**src/hdl/aes_pkg.sv**
```systemverilog
// Shared types and byte codes for the ANSI escape stripper.
package aes_pkg;

  // Parser states
  typedef enum logic [2:0] {
    ST_NORMAL  = 3'd0,
    ST_ESC     = 3'd1,
    ST_CSI     = 3'd2,
    ST_OSC     = 3'd3,
    ST_OSC_ESC = 3'd4,
    ST_CHARSET = 3'd5
  } parse_state_e;

  localparam logic [7:0] CH_ESC    = 8'h1B;
  localparam logic [7:0] CH_CSI8   = 8'h9B;
  localparam logic [7:0] CH_BEL    = 8'h07;
  localparam logic [7:0] CH_LBRACK = 8'h5B;  // '['
  localparam logic [7:0] CH_RBRACK = 8'h5D;  // ']'
  localparam logic [7:0] CH_LPAREN = 8'h28;  // '('
  localparam logic [7:0] CH_RPAREN = 8'h29;  // ')'
  localparam logic [7:0] FINAL_LO  = 8'h40;
  localparam logic [7:0] FINAL_HI  = 8'h7E;

  // One input byte with its chunk end mark
  typedef struct packed {
    logic [7:0] data;
    logic       last;
  } aes_item_t;

  // One classified byte
  typedef struct packed {
    logic [7:0] data;
    logic       keep;
    logic       last;
  } aes_result_t;

endpackage

```
**src/hdl/aes_in_stage.sv**
```systemverilog
// Input register stage of the ANSI escape stripper.
module aes_in_stage (
  input  logic               clk_i,
  input  logic               rst_ni,
  input  logic               valid_i,
  output logic               ready_o,
  input  aes_pkg::aes_item_t item_i,
  output logic               valid_o,
  input  logic               advance_i,
  output aes_pkg::aes_item_t item_o
);
  import aes_pkg::*;

  logic      valid_q, valid_d;
  aes_item_t item_q;
  logic      take;

  assign ready_o = !valid_q || advance_i;
  assign take    = valid_i && ready_o;

  always_comb begin
    valid_d = valid_q;
    if (take) begin
      valid_d = 1'b1;
    end else if (advance_i) begin
      valid_d = 1'b0;
    end
  end

  always_ff @(posedge clk_i or negedge rst_ni) begin
    if (!rst_ni) begin
      valid_q <= 1'b0;
    end else begin
      valid_q <= valid_d;
    end
  end

  always_ff @(posedge clk_i) begin
    if (take) begin
      item_q <= item_i;
    end
  end

  assign valid_o = valid_q;
  assign item_o  = item_q;

endmodule

```
**src/hdl/aes_parser.sv**
```systemverilog
// Escape sequence parse state and per-byte keep decision.
module aes_parser (
  input  logic                 clk_i,
  input  logic                 rst_ni,
  input  logic                 strip_en_i,
  input  logic                 step_i,
  input  aes_pkg::aes_item_t   item_i,
  output aes_pkg::aes_result_t res_o
);
  import aes_pkg::*;

  parse_state_e state_q, state_d;
  logic         keep;
  logic [7:0]   c;

  assign c = item_i.data;

  always_comb begin
    state_d = state_q;
    keep    = 1'b0;
    if (!strip_en_i) begin
      keep = 1'b1;
    end else begin
      case (state_q)
        ST_NORMAL: begin
          if (c == CH_ESC) begin
            state_d = ST_ESC;
          end else if (c == CH_CSI8) begin
            state_d = ST_CSI;
          end else begin
            keep = 1'b1;
          end
        end
        ST_ESC: begin
          if (c == CH_LBRACK) begin
            state_d = ST_CSI;
          end else if (c == CH_RBRACK) begin
            state_d = ST_OSC;
          end else if (c == CH_LPAREN || c == CH_RPAREN) begin
            state_d = ST_CHARSET;
          end else begin
            state_d = ST_NORMAL;
          end
        end
        ST_CSI: begin
          if (c inside {[FINAL_LO:FINAL_HI]}) begin
            state_d = ST_NORMAL;
          end
        end
        ST_OSC: begin
          if (c == CH_BEL) begin
            state_d = ST_NORMAL;
          end else if (c == CH_ESC) begin
            state_d = ST_OSC_ESC;
          end
        end
        ST_OSC_ESC, ST_CHARSET: begin
          state_d = ST_NORMAL;
        end
        default: begin
          state_d = ST_NORMAL;
          keep    = 1'b1;
        end
      endcase
    end
  end

  always_ff @(posedge clk_i or negedge rst_ni) begin
    if (!rst_ni) begin
      state_q <= ST_NORMAL;
    end else if (step_i && strip_en_i) begin
      state_q <= state_d;
    end
  end

  assign res_o.data = item_i.data;
  assign res_o.keep = keep;
  assign res_o.last = item_i.last;

`ifndef SYNTHESIS
  a_state_holds_idle: assert property (@(posedge clk_i) disable iff (!rst_ni)
    !step_i |=> $stable(state_q))
    else $error("parse state moved without a byte");

  a_esc_dropped: assert property (@(posedge clk_i) disable iff (!rst_ni)
    (strip_en_i && (state_q == ST_ESC || state_q == ST_CSI)) |-> !res_o.keep)
    else $error("byte inside escape sequence was kept");

  a_csi8_enters_csi: assert property (@(posedge clk_i) disable iff (!rst_ni)
    (step_i && strip_en_i && state_q == ST_NORMAL && item_i.data == CH_CSI8)
      |=> state_q == ST_CSI)
    else $error("8-bit CSI did not enter CSI state");

  a_bypass_keeps: assert property (@(posedge clk_i) disable iff (!rst_ni)
    !strip_en_i |-> res_o.keep)
    else $error("byte dropped while stripping disabled");
`endif

endmodule

```
**src/hdl/aes_out_stage.sv**
```systemverilog
// Result register stage of the ANSI escape stripper.
module aes_out_stage (
  input  logic                 clk_i,
  input  logic                 rst_ni,
  input  logic                 valid_i,
  output logic                 advance_o,
  input  aes_pkg::aes_result_t res_i,
  output logic                 valid_o,
  input  logic                 ready_i,
  output aes_pkg::aes_result_t res_o
);
  import aes_pkg::*;

  logic        valid_q, valid_d;
  aes_result_t res_q;

  // Register frees up when empty or when its transfer completes
  assign advance_o = valid_i && (!valid_q || ready_i);

  always_comb begin
    valid_d = valid_q;
    if (advance_o) begin
      valid_d = 1'b1;
    end else if (ready_i) begin
      valid_d = 1'b0;
    end
  end

  always_ff @(posedge clk_i or negedge rst_ni) begin
    if (!rst_ni) begin
      valid_q <= 1'b0;
    end else begin
      valid_q <= valid_d;
    end
  end

  always_ff @(posedge clk_i) begin
    if (advance_o) begin
      res_q <= res_i;
    end
  end

  assign valid_o = valid_q;
  assign res_o   = res_q;

endmodule

```
**src/hdl/ansi_escape_stripper.sv**
```systemverilog
// Top level of the ANSI escape sequence stripper.
//
//  Channel   Dir  Payload                                 Transfer when
//  s_axis    in   tdata = in_byte, tlast = chunk_end       tvalid & tready
//  m_axis    out  tdata = out_byte, tuser = out_keep,      tvalid & tready
//                 tlast = out_chunk_end
//  cfg       in   cfg_wdata_i = strip_enable               cfg_we_i
//
// One byte per cycle sustained while m_axis accepts. A byte sits in the input
// register, then the parse logic loads it into the result register when that
// has room, so its result passes through the input and result registers.
// The single parse state register is the only loop, updated once per byte
// while stripping is enabled. Reset (async, active low) empties both stages,
// sets the parser to normal text and clears strip_enable.
// A stall on m_axis backs up through the result and input registers; the
// input side keeps accepting while either stage has room.
module ansi_escape_stripper (
  input  logic       clk_i,
  input  logic       rst_ni,
  input  logic       cfg_we_i,
  input  logic       cfg_wdata_i,    // strip_enable
  input  logic       s_axis_tvalid,
  output logic       s_axis_tready,
  input  logic [7:0] s_axis_tdata,   // [7:0] in_byte
  input  logic       s_axis_tlast,   // chunk_end
  output logic       m_axis_tvalid,
  input  logic       m_axis_tready,
  output logic [7:0] m_axis_tdata,   // [7:0] out_byte
  output logic       m_axis_tuser,   // [0] out_keep
  output logic       m_axis_tlast    // out_chunk_end
);
  import aes_pkg::*;

  logic        strip_en_q;
  aes_item_t   in_item, stage_item;
  logic        stage_valid, advance;
  aes_result_t parse_res, out_res;

  // Configuration register; the user must write it only while the block is idle, which the block does not enforce
  always_ff @(posedge clk_i or negedge rst_ni) begin
    if (!rst_ni) begin
      strip_en_q <= 1'b0;
    end else if (cfg_we_i) begin
      strip_en_q <= cfg_wdata_i;
    end
  end

  assign in_item.data = s_axis_tdata;
  assign in_item.last = s_axis_tlast;

  aes_in_stage u_in_stage (
    .clk_i     (clk_i),
    .rst_ni    (rst_ni),
    .valid_i   (s_axis_tvalid),
    .ready_o   (s_axis_tready),
    .item_i    (in_item),
    .valid_o   (stage_valid),
    .advance_i (advance),
    .item_o    (stage_item)
  );

  // Parse state steps when the held byte moves into the result register while stripping is enabled
  aes_parser u_parser (
    .clk_i      (clk_i),
    .rst_ni     (rst_ni),
    .strip_en_i (strip_en_q),
    .step_i     (advance),
    .item_i     (stage_item),
    .res_o      (parse_res)
  );

  aes_out_stage u_out_stage (
    .clk_i     (clk_i),
    .rst_ni    (rst_ni),
    .valid_i   (stage_valid),
    .advance_o (advance),
    .res_i     (parse_res),
    .valid_o   (m_axis_tvalid),
    .ready_i   (m_axis_tready),
    .res_o     (out_res)
  );

  assign m_axis_tdata = out_res.data;
  assign m_axis_tuser = out_res.keep;
  assign m_axis_tlast = out_res.last;

endmodule
```
**config.mk**
```make
export PLATFORM = sky130hd
export DESIGN_NAME = ansi_escape_stripper
export DESIGN_NICKNAME = d
export VERILOG_FILES = /design/src/hdl/aes_pkg.sv /design/src/hdl/aes_in_stage.sv /design/src/hdl/aes_parser.sv /design/src/hdl/aes_out_stage.sv /design/src/hdl/ansi_escape_stripper.sv
export SDC_FILE = /design/constraint.sdc
export NUM_CORES = 1
export LEC_CHECK = 0
export ABC_AREA = 1
export BUFFER_PORTS_ARGS = -buffer_cell sky130_fd_sc_hd__buf_2
export CAP_MARGIN = 20
export CORE_MARGIN = 2
export CORE_UTILIZATION = 55
export DETAILED_ROUTE_END_ITERATION = 7
export GPL_TIMING_DRIVEN = 0
export MAX_ROUTING_LAYER = met4
export PLACE_DENSITY = 0.82
export SLEW_MARGIN = 40
export SYNTH_ARGS = -nofsm -noshare
export SYNTH_HDL_FRONTEND = slang
export SYNTH_SLANG_ARGS = --single-unit
```
**constraint.sdc**
```tcl
create_clock -name clk_i -period 2.3 [get_ports clk_i]
set_input_delay 0.345 -clock clk_i [delete_from_list [all_inputs] [get_ports clk_i]]
set_output_delay 0.345 -clock clk_i [all_outputs]
set_load 0.005 [all_outputs]
```
# Word level (Yosys, flattened, before mapping)
# Cells that the tools add are included.
[totals]
out_inout_bits = 12
input_bits = 15
ff_bits = 25
elab_cells = 56
[op_classes]
n_reduce_logical = 14
n_lt_le_gt_ge = 2
mux = 16
eq_ne = 15
[ops]
columns = ["op", "count"]
rows = [
  ["2-to-1 mux 3 bit", 8],
  ["equality test 8 x 6 -> 1 bit, second input constant", 2],
  ["equality test 8 x 7 -> 1 bit, second input constant", 2],
  ["case mux 3 bit (4 select lines)", 1],
  ["equality test 8 x 3 -> 1 bit, second input constant", 1],
  ["equality test 8 x 5 -> 1 bit, second input constant", 1],
  ["equality test 8 bit, second input constant", 1],
  [">= comparator 8 x 7 -> 1 bit, second input constant", 1],
  ["<= comparator 8 x 7 -> 1 bit, second input constant", 1],
  ["equality test 3 x 2 -> 1 bit, second input constant", 2],
  ["equality test 3 bit, second input constant", 2],
  ["2-to-1 mux 1 bit", 6],
  ["!= test 3 x 1 -> 1 bit, second input constant", 2],
  ["AND reduction 5 bit", 1],
  ["OR reduction 5 bit", 1],
  ["logical AND 1 bit", 4],
  ["nonzero test 2 bit", 2],
  ["equality test 3 x 1 -> 1 bit, second input constant", 1],
  ["zero test 3 bit", 1],
  ["logical OR 1 bit", 3],
  ["zero test 1 bit", 2],
  ["!= test 2 x 1 -> 1 bit, second input constant", 1],
  ["case mux 1 bit (2 select lines)", 1],
]

# Longest topological paths before layout
[logic_depth]
ltp_word = 6
depth_mapped = 10
ltp_nobuf = 10

# Cells and area by module
# Synthesis repeated with hierarchy kept, for this count alone.
[hier_totals]
hier_cells = 122
hier_area_um2 = 1194.9
[by_module_without_submodules]
columns = ["module", "area_each_um2", "instances", "seq_area_each_um2", "cells_per_inst"]
rows = [
  ["aes_parser", 490.5, 1, 75.1, 86],
  ["aes_out_stage", 349.1, 1, 325.3, 16],
  ["aes_in_stage", 315.3, 1, 295.3, 15],
  ["ansi_escape_stripper", 40.0, 1, 25.0, 5],
]

# Least setup slack after synthesis
# No wires, ideal clock.
[synth_path]
kind = "flip-flop to flip-flop"
start = "reg u_out_stage.valid_q, in the netlist u_out_stage.valid_o"
end = "reg u_parser.state_q[2]"
stages_incl_launch_ff = 9
required_time_ns = 2.183
arrival_ns = 1.197
setup_slack_ns = 0.985
setup_ns = 0.117
path_cell_list = "dfrtp_1 > nand2_1 > nand2_1 > inv_1 > nand2_1 > a21oi_1 > nand3_1 > nand2_1 > nand2_1"
[synth_between]
elab_chain_len = 5
[synth_rtl]
columns = ["element", "line", "text"]
rows = [
  ["start, declared", "aes_out_stage.sv:14", "logic valid_q, valid_d;"],
  ["start signal, assigned", "aes_out_stage.sv:33", "valid_q <= valid_d;"],
  ["zero test 1 bit", "aes_out_stage.sv:18", "assign advance_o = valid_i && (!valid_q || ready_i);"],
  ["logical OR 1 bit", "aes_out_stage.sv:18", ""],
  ["logical AND 1 bit", "aes_out_stage.sv:18", ""],
  ["net advance", "ansi_escape_stripper.sv:36", "logic stage_valid, advance;"],
  ["logical AND 1 bit", "aes_parser.sv:71", "end else if (step_i && strip_en_i) begin"],
  ["AND reduction 5 bit (no source line)", "n/a", ""],
  ["end signal, assigned", "aes_parser.sv:72", "state_q <= state_d;"],
  ["end, declared", "aes_parser.sv:12", "parse_state_e state_q, state_d;"],
]
# The timed path passes the listed nets, and every way through them passes these cells.
# A chain may end at the register's enable or synchronous reset.

# Worst setup path after layout
# Ends and elaborated chain as after synthesis.

==> impl_metrics.py <==
metrics = {
    "outcome": {
        "status": "complete, no violations",
    },
    "route": {
        "ant_nets": 0,
        "drt-pass1-iter-count": 4,
        "wl_met1_um": 697,
        "drt_first_iter_violations": 17,
        "wl_met2_um": 993,
        "drc": 0,
        "via_count": 854,
        "wl_per_cell_um": 10.6,
        "drt-total-wl_um": 1850,
        "dr_wl_met3_um": 127,
        "via_per_inst": 4.91,
        "highest_layer": "met4",
    },
    "timing": {
        "hold_viol": 0,
        "setup_viol": 0,
        "relSlewSlack": 0.736,
        "grt_setup_unrepaired": "false",
        "timing.setup.tns_ns": 0,
        "min_period_over_period": 0.649,
        "fin_ws_ns": 0.807,
        "drv_slew": 0,
        "max_freq_ghz": 0.670,
        "min_period_ns": 1.49,
        "finClkSkew_ns": 0.00586,
        "tightest_slew_ns": 0.396,
    },
    "cells_and_area": {
        "layout_common_cells": "nand2_1 (40), buf_2 (26), edfxtp_1 (19)",
        "diodes": 0,
        "syn_to_final_growth_pct": 17.8,
        "final_util": 0.682,
        "drive_above_1_share": 0.272,
        "fin_nets": 163,
        "final_common_cell": "nand2_1",
        "final_area_um2": 1320,
    },
    "yosys": {
        "synth.avg_cell_area_um2": 9.69,
        "ys_types": 15,
        "syn_area_um2": 1120,
        "ys_ff_latch": 25,
        "netlist_instances": 116,
        "yosysSeqAreaShare": 0.641,
        "syn-num-nets": 131,
        "ys_warn_count": 0,
    },
    "job": {
        "cap_violations": 0,
    },
    "placed_design": {
        "place_ws_ns": 0.729,
        "numPortBuffers": 26,
        "dpl-instance-area_um2": 1290,
        "gp_congestion": 0.839,
        "hpwl_um": 1510,
    },
    "setup_path": {
        "regToRegSetupSlack_ns": 0.81,
        "startpoint": "u_out_stage.valid_o",
        "cp.required_ns": 2.52,
        "r2r_end": "u_parser.state_q[2]",
        "crit_fanout": 11,
        "cp-start-kind": "flop",
        "worst_ep_arrival_time_ns": 1.71,
        "cp-endpoint": "u_parser.state_q[2]",
        "endpoint_kind": "flop",
        "r2r_cells": 8,
        "r2r-start": "u_out_stage.valid_o",
        "crit_type": "reg -> reg",
    },
    "grt": {
        "grt_pass1_wl_um": 2990,
        "grt_pass1_vias": 779,
        "grt_antenna_before_repair": 0,
        "grt_usage": 0.170,
        "overflow": 0,
        "grt_max_degree": 14,
    },
    "clock_tree": {
        "cts_buffers": 3,
        "cts.clk_slew.worst_paths_ns": 0.13,
        "clockRootBuffer": "clkbuf_4",
        "h-tree-depth": 1,
        "clk_latency_ns": 0.32,
        "tritoncts": "done",
        "clk_path_buf_depth": 2,
        "cts.sinks": 25,
    },
    "floorplan": {
        "die-area_um2": 2420,
        "io_pins": 27,
        "core_area_um2": 1940,
        "die_y_um": 49.2,
        "start_util": 0.579,
        "die_w_um": 49.2,
        "rows": 16,
    },
    "pwr": {
        "peakVddDrop_mv": 0.571,
        "power_density_nw_per_um2": 707,
        "p_leak_nw": 0.622,
        "power_w": 0.000936,
    },
    "min_path": {
        "min_path_type": "in -> reg",
        "worstHoldPathCells": 1,
    },
}
power breakdown:
group          internal (W)  switching, W
combinational     0.0000642      0.000102
sequential         0.000546     0.0000324
clock             0.0000679      0.000123
total              0.000678      0.000257
metrics by stage:
stage	hold WS [ns]	instances
after CTS	0.197	174
after floorplan	0.0494	116
after global placement	0.169	169
after detailed placement	0.173	169
after global routing	0.186	174
final	0.197	174
worst max-delay path: stages (launching register included):
cell,delay (ns)
dfrtp_1,0.41
nand2_1,0.09
nand2_1,0.06
inv_1,0.31
nand2_1,0.12
a21oi_1,0.13
nand3_1,0.12
nand2_1,0.09
nand2_1,0.06
synth_stat cells (all sizes together):
library cell	instances	area, um^2
a21oi	2	10.0
nand2	44	175
nor3	4	30.0
edfxtp	19	571
o21ai	1	5.00
nor2	13	66.3
inv	17	63.8
nand3	9	45.0
o21bai	1	7.51
dfrtp	6	150
area by class of cell:
cell class                      count  area [um^2]
Fill cell                         150          618
Inverter                           17         63.8
Clock buffer                        4         26.3
Sequential cell                    25          721
Timing Repair Buffer               27          140
Multi-Input combinational cell     74          339
Tap cell                           27         33.8
timing repair:
action / in CTS / in global routing
resized for setup: 0 / 0
endpoints found under the hold margin: 6 / 0
hold buffers: 1 / 0
buffers inserted: 0 / 0
how the worst min path moves through the flow:
stage | start | endpoint | slack [ns]
global placement | rst_ni | u_parser.state_q[2] | 0.17
floorplan | rst_ni | strip_en_q | 0.05
CTS | s_axis_tlast | u_in_stage.item_o[0] | 0.20
global route | s_axis_tdata[1] | u_in_stage.item_o[2] | 0.19
detailed placement | rst_ni | u_parser.state_q[0] | 0.17
finish | s_axis_tdata[7] | u_in_stage.item_o[8] | 0.20
registers in the layout, summed over array words and instances, names as in the netlist:
signal and cells:
u_out_stage.valid_o 1, u_parser.state_q 3, u_in_stage.item_o 9, u_in_stage.valid_o 1
strip_en_q 1, u_out_stage.res_o 10
cell families (layout without fill, tap and decap cells):
| group | count (synthesis) | in the layout | share of synthesized area |
|---|---|---|---|
| flops | 25 | 25 | 0.641 |
| compound gates | 4 | 4 | 0.0200 |
| buf+inv | 17 | 48 | 0.0568 |
| simple gates | 70 | 70 | 0.282 |
routing by layer:
layer,vias up,track usage
met5,-,-
met1,384,0.164
met3,5,0.0184
met2,36,0.333
li1,429,-
met4,0,0.0714
Power figures use the tool's default switching activity.
